### src/rtl/gcshs_ram.sv
// ----------------------------------------------------------------------------
// Generic single-port-write RAM
// One write port and one read port with registered read data.
// ----------------------------------------------------------------------------
module gcshs_ram #(
  parameter int WIDTH = 8,
  parameter int DEPTH = 64
) (
  input  logic                     clk,
  input  logic                     we,
  input  logic [$clog2(DEPTH)-1:0] waddr,
  input  logic [WIDTH-1:0]         wdata,
  input  logic [$clog2(DEPTH)-1:0] raddr,
  output logic [WIDTH-1:0]         rdata
);

  logic [WIDTH-1:0] mem [DEPTH];

  always_ff @(posedge clk) begin
    if (we) begin
      mem[waddr] <= wdata;
    end
    rdata <= mem[raddr];
  end

endmodule

### config.mk
export PLATFORM = sky130hd
export DESIGN_NAME = gcshs_ram
export DESIGN_NICKNAME = d
export VERILOG_FILES = /design/src/rtl/gcshs_ram.sv
export SDC_FILE = /design/constraint.sdc
export NUM_CORES = 1
export LEC_CHECK = 0
export BUFFER_PORTS_ARGS = -buffer_cell sky130_fd_sc_hd__buf_2
export CELL_PAD_IN_SITES_DETAIL_PLACEMENT = 1
export CELL_PAD_IN_SITES_GLOBAL_PLACEMENT = 1
export CORE_MARGIN = 2
export CORE_UTILIZATION = 50
export CTS_BUF_LIST = sky130_fd_sc_hd__clkbuf_4 sky130_fd_sc_hd__clkbuf_8 sky130_fd_sc_hd__clkbuf_16
export DETAILED_ROUTE_END_ITERATION = 6
export PLACE_DENSITY = 0.7
export SYNTH_ARGS = -nofsm -noshare
export SYNTH_HDL_FRONTEND = slang
export SYNTH_SLANG_ARGS = --single-unit
### constraint.sdc
create_clock -name clk -period 2.55 [get_ports clk]
set_clock_uncertainty 0.05 [all_clocks]
set_input_delay 0.255 -clock clk [delete_from_list [all_inputs] [get_ports clk]]
set_output_delay 0.255 -clock clk [all_outputs]
set_load 0.05 [all_outputs]
==> results of run 1 <==
==> final timing paths <==
check	to	start	cells after the start	slack, ns
worst max-delay path	rdata[6]$_DFF_P_	mem[25][6]$_DFFE_PP_	5	0.35
worst min-delay path	rdata[4]$_DFF_P_	raddr[5]	3	0.06
worst max register to register	rdata[6]$_DFF_P_	mem[25][6]$_DFFE_PP_	5	0.35
worst min register to register	rdata[4]$_DFF_P_	mem[31][4]$_DFFE_PP_	3	0.78
==> metrics by stage <==
stage | TNS [ns] | cells | power (W) | hold WS (ns)
after detailed placement | -0.0868 | 1562 | 0.0107 | 0.647
after global placement | -0.0560 | 1562 | 0.0106 | 0.658
after CTS | 0 | 1659 | 0.0185 | 0.0269
after floorplan | 0 | 940 | 0.0102 | 0.304
after global routing | 0 | 1659 | 0.0188 | 0.0794
final | 0 | 1659 | 0.0184 | 0.0600
==> cells in the final DEF, fill, tap and decap left out, types with 7 or more instances in the layout <==
| cell type | Yosys | layout |
|---|---|---|
| buf_2 | 11 | 26 |
| buf_4 | 13 | 112 |
| mux2i_1 | 23 | 23 |
| nor2_1 | 83 | 83 |
| buf_12 | 2 | 9 |
| nor2b_1 | 14 | 14 |
| edfxtp_1 | 512 | 512 |
| mux4_2 | 126 | 126 |
| clkbuf_4 | 0 | 7 |
| bufinv_16 | 0 | 7 |
| clkbuf_16 | 0 | 53 |
| mux2_2 | 13 | 13 |
| nand2_1 | 19 | 19 |
| clkinv_1 | 0 | 9 |
| nor3_1 | 7 | 7 |
| clkinv_2 | 0 | 11 |
| dfxtp_1 | 8 | 8 |
| nand3_1 | 13 | 13 |
| o22ai_1 | 8 | 8 |
| nand2b_1 | 7 | 7 |
| o221ai_1 | 8 | 8 |
==> final cells by class <==
class | count | area [um2] | share of cell area (%)
well taps | 525 | 657 | 2.80
repair buffers | 148 | 1160 | 4.97
clock buffers | 64 | 1430 | 6.11
flip-flops and latches | 520 | 15500 | 66.2
clock inverters | 33 | 349 | 1.49
multi-input cells | 369 | 4320 | 18.4
==> cells by family (layout without fill, tap and decap cells) <==
| group | after synthesis | after routing |
|---|---|---|
| AOI/OAI and AO/OA | 54 | 54 |
| muxes | 162 | 162 |
| buffers and inverters | 51 | 245 |
| and+or+nand+nor | 153 | 153 |
| DFF | 520 | 520 |
==> sequential cells by signal, summed over array words and instances (netlist names) <==
register  count
mem         512
rdata         8
==> worst reg2reg max path: cells and delay by family (launching register included) <==
| family | cells | cell delay, ns |
|---|---|---|
| mux | 2 | 0.74 |
| compound gates | 2 | 0.47 |
| flops | 1 | 0.40 |
| simple gates | 1 | 0.40 |
==> power by group <==
part           switching [W]  internal (W)  total (W)
Clock                0.00319       0.00470    0.00790
Sequential         0.0000286       0.00946    0.00949
Combinational       0.000619      0.000371   0.000990
Total                0.00384        0.0145     0.0184
==> layer usage <==
metal / part of all wire (%) / GRT usage [%]
met1: 42 / 33.6
met2: 49 / 39.5
met3: 6.1 / 4.96
met4: 2.8 / 7.17
met5: 0 / 0
==> flow_summary.json, run 1 <==
{
  "grt-ovfl-total": 0,
  "arrival_ns": 2.60,
  "synth_edf_count": 512,
  "setup_viol": 0,
  "syn_to_final_growth_pct": 16.3,
  "synth.distinct_cells": 40,
  "antenna_found_initial": 0,
  "slowest_stage": "mux4_2",
  "cts_root_buf": "clkbuf_16",
  "powerDensity_nw_per_um2": 783,
  "drcViolationCount": 0,
  "avgSynthCellArea_um2": 21.5,
  "ys_warn_count": 0,
  "synthAdderAreaFrac_pct": 0,
  "clockBufferDepth": 3,
  "ctsHoldBuffers": 0,
  "ys_seq_area_share_pct": 77.0,
  "synthTopCellsByArea": "edfxtp_1, mux4_2, nor2_1, mux2i_1, dfxtp_1",
  "die_h_um": 205,
  "crit_path_start_kind": "flip-flop",
  "syn_area_um2": 20200,
  "synth_top_cell_by_area": "edfxtp_1",
  "ioPinCount": 30,
  "synth_top_area_share_pct": 76.2,
  "holdCritPathClass": "in2reg",
  "yosysMostFrequentCell": "edfxtp_1",
  "synthMuxAreaShare_pct": 15.9,
  "dr_total_vias": 9935,
  "status": "completed",
  "synth-xor-area-share_pct": 0,
  "cts_resized": 0,
  "rsz0062_at_grt": "no",
  "place_area_um2": 21700,
  "synth_top_family_by_area": "multiplexers",
  "post-route-min-period_ns": 2.20,
  "nets": 1113,
  "hold_viol": 0,
  "crit_buf_inv": 0,
  "dp_slack_ns": -0.0469,
  "crit_chain": "mux4_2 -> mux2_2 -> o221a_2 -> nor3_1 -> o32ai_1",
  "core_um2": 39700,
  "required_ns": 2.96,
  "start_util_pct": 50.8,
  "io_buffers": 29,
  "synth_compound_area_share_pct": 2.07,
  "path_class": "reg2reg",
  "path_max_fanout": 1,
  "ir_drop_v": 0.000589,
  "wirelength_mm": 48.4,
  "clock_latency_ns": 0.60,
  "track_usage_pct": 24.3,
  "dp_hpwl_mm": 31.3,
  "drv_slew": 0,
  "yosys.area_share.simple_pct": 3.39,
  "avgViaCountPerCell": 5.99,
  "postSynthCellCount": 940,
  "worst_path_dominant_cell_family": "multiplexers",
  "grt_pass1_wl_mm": 72.3,
  "slowest_delay_ns": 0.45,
  "place.gp.congestion": 0.805,
  "leakagePower_nw": 7.62,
  "core.rowCount": 73,
  "fin_util_pct": 59.0,
  "cts_setup_buffers": 0,
  "final_area_um2": 23500,
  "antenna_cells": 0,
  "avgRoutedWirePerCell_um": 29.2,
  "final.period_utilization_pct": 86.1,
  "die_x_um": 205,
  "worstMarginPinSlew_ns": 0.728,
  "end_kind": "flip-flop",
  "setup_slack_ns": 0.353,
  "first_iter_violations": 974,
  "clkSinkCount": 520,
  "synth_ff_type": "edfxtp_1",
  "cts_tree": "built",
  "ant_nets": 0,
  "layout-drive-gt1-share_pct": 33.2,
  "ys_ff_latch": 520,
  "synth.top_cells.by_count": "edfxtp_1, mux4_2, nor2_1, mux2i_1, nand2_1",
  "fill_cells": 3350,
  "cts.clk_slew.worst_paths_ns": 0.06,
  "maxSlewHeadroom_pct": 51.5,
  "drtPass1Iterations": 5,
  "syn_nets": 962,
  "async_flop_share_pct": 0,
  "grt_pass1_vias": 10778,
  "htree_levels": 2,
  "grt_max_degree": 65,
  "die_area_um2": 42000,
  "cts-buffers-inserted": 52,
  "maxCapViolations": 0,
  "fmax_mhz": 455
}
(Power assumes the default switching activity.)
==> run 2: changes to the inputs <==
PLACE_DENSITY = 0.73   (was 0.7)
clock period = 1.8 ns   (was 2.55 ns; I/O delays follow)
==> run 2 against run 1 <==
  * The flow now finishes with violations (setup timing)
  * Worst setup slack got worse by 0.57 ns
  * Largest cell class unchanged
  * Power rose by 45%
  * Sequential power increased by 41%
==> flow_summary.json, run 2 (synthesized netlist as in run 1, its figures left out) <==
{
  "status": "finished with violations",
  "setup_viol": 6,
  "wirelength_mm": 51.4,
  "dr_total_vias": 10284,
  "place.gp.congestion": 0.812,
  "cts_tree": "built",
  "grt-ovfl-total": 0,
  "regMostFlops": "mem",
  "die_area_um2": 42000,
  "slowest_stage": "mux4_2",
  "nets": 1154,
  "hold_viol": 0,
  "ff_latch_area_um2": 15500,
  "post-route-min-period_ns": 2.02,
  "rsz0062_at_grt": "yes",
  "largest_reg_flops": 512,
  "setup_slack_ns": -0.217,
  "grt_pass1_wl_mm": 75.0,
  "clkSinkCount": 520,
  "multi_input_area_um2": 4520,
  "ant_nets": 0,
  "final_cell_mix": "edfxtp_1, buf_4, mux4_2",
  "maxCapViolations": 0,
  "cp_common_cell": "mux4_2",
  "ir_drop_v": 0.000725,
  "first_iter_violations": 968,
  "avgViaCountPerCell": 6.06,
  "hold_path_end": "mem[22][4]$_DFFE_PP_",
  "avgRoutedWirePerCell_um": 30.3,
  "htree_levels": 2,
  "layout-drive-gt1-share_pct": 37.3,
  "finalSetupTns_ns": -0.727,
  "top_regs": "mem (512), rdata (8)",
  "arrival_ns": 2.42,
  "cts_root_buf": "clkbuf_16",
  "final.period_utilization_pct": 112,
  "die_x_um": 205,
  "core.rowCount": 73,
  "io_buffers": 29,
  "rr_endpoint": "rdata[4]$_DFF_P_",
  "end_kind": "flip-flop",
  "min_path_cells": 2,
  "holdCritStartpoint": "wdata[4]",
  "drv_slew": 0,
  "maxSlewHeadroom_pct": 16.0,
  "clockBufferDepth": 3,
  "worstMarginPinSlew_ns": 1.26,
  "track_usage_pct": 25.3,
  "die_h_um": 205,
  "drtPass1Iterations": 6,
  "ioPinCount": 30,
  "fmax_mhz": 496,
  "antenna_cells": 0,
  "clock_latency_ns": 0.59,
  "holdCritPathClass": "in2reg",
  "r2r_start": "mem[52][4]$_DFFE_PP_",
  "path_max_fanout": 1,
  "required_ns": 2.20,
  "rrSetupSlack_ns": -0.22,
  "violations": "setup timing",
  "cts-buffers-inserted": 51,
  "ctsHoldBuffers": 0,
  "path_class": "reg2reg",
  "final_common_cell": "edfxtp_1",
  "holdWs_ns": 0.0550,
  "slowest_delay_ns": 0.51,
  "fin_util_pct": 60.5,
  "crit_path_start_kind": "flip-flop",
  "crit_chain": "mux4_2 -> mux4_2 -> nor2_1 -> o32ai_2",
  "syn_to_final_growth_pct": 19.1,
  "start_util_pct": 50.8,
  "powerDensity_nw_per_um2": 1110,
  "cts.clk_slew.worst_paths_ns": 0.06,
  "fill_cells": 3333,
  "drcViolationCount": 0,
  "grt_pass1_vias": 11047,
  "cts_setup_buffers": 0,
  "leakagePower_nw": 7.90,
  "grt_max_degree": 65,
  "core_um2": 39700,
  "dp_hpwl_mm": 31.7,
  "reg2reg_depth": 4,
  "antenna_found_initial": 0
}
## run 2: through the flow
stage | total power (W) | cell area, um2 | setup WS [ns] | cells
2_1_floorplan | 0.0145 | 20200 | 0.00683 | 940
3_3_place_gp | 0.0151 | 22000 | -0.665 | 1605
3_5_place_dp | 0.0152 | 22000 | -0.623 | 1605
4_1_cts | 0.0267 | 23900 | -0.173 | 1698
5_1_grt | 0.0272 | 24000 | -0.236 | 1698
6_report | 0.0266 | 24000 | -0.217 | 1698
## run 2: metal layers
metal  vias up  global-route usage, %  wire length [um]  part of all wire (%)
met2       399                   41.5             26200                    51
met3        93                   4.85              3270                   6.4
met4         0                   9.89              1640                   3.2
li1       4308                      -                 -                     -
met1      5484                   33.7             20300                    39
met5         -                      0                 0                     0
## run 2: critical path, delay by kind of cell (launching register included)
| kind | cells | cell delay, ns |
|---|---|---|
| AND/OR/NAND/NOR | 1 | 0.29 |
| AO/OA/AOI/OAI | 1 | 0.15 |
| multiplexers | 2 | 1.02 |
| flip-flops | 1 | 0.37 |
## run 2: timing repair
| item | CTS | global route |
|---|---|---|
| pin swaps | 7 | 5 |
| endpoints found under the setup margin | 8 | 8 |
| gates cloned | 0 | 0 |
| resized for setup | 25 | 12 |
| hold endpoints to repair | 0 | 0 |
## run 2: worst max path at each step
stage	from	end	slack, ns	depth (start not counted)
final	mem[52][4]$_DFFE_PP_	rdata[4]$_DFF_P_	-0.22	4
after detailed placement	raddr[0]	rdata[3]$_DFF_P_	-0.62	7
after CTS	mem[21][4]$_DFFE_PP_	rdata[4]$_DFF_P_	-0.17	5
after floorplan	raddr[0]	rdata[3]$_DFF_P_	0.007	8
after global routing	mem[55][4]$_DFFE_PP_	rdata[4]$_DFF_P_	-0.24	4
after global placement	raddr[0]	rdata[3]$_DFF_P_	-0.66	7
## run 2: power by group
group	leakage [nW]	switching, W	internal (W)	total, W
Combinational	2.32	0.000962	0.000617	0.00158
Sequential	4.67	0.0000482	0.0134	0.0134
Clock	0.907	0.00448	0.00705	0.0115
## run 2: area by class of cell
cell class	instances	share of cell area (%)
Clock buffer	66	5.98
Sequential cell	520	64.7
Timing Repair Buffer	190	6.23
Tap cell	525	2.73
Clock inverter	28	1.59
Multi-Input combinational cell	369	18.8
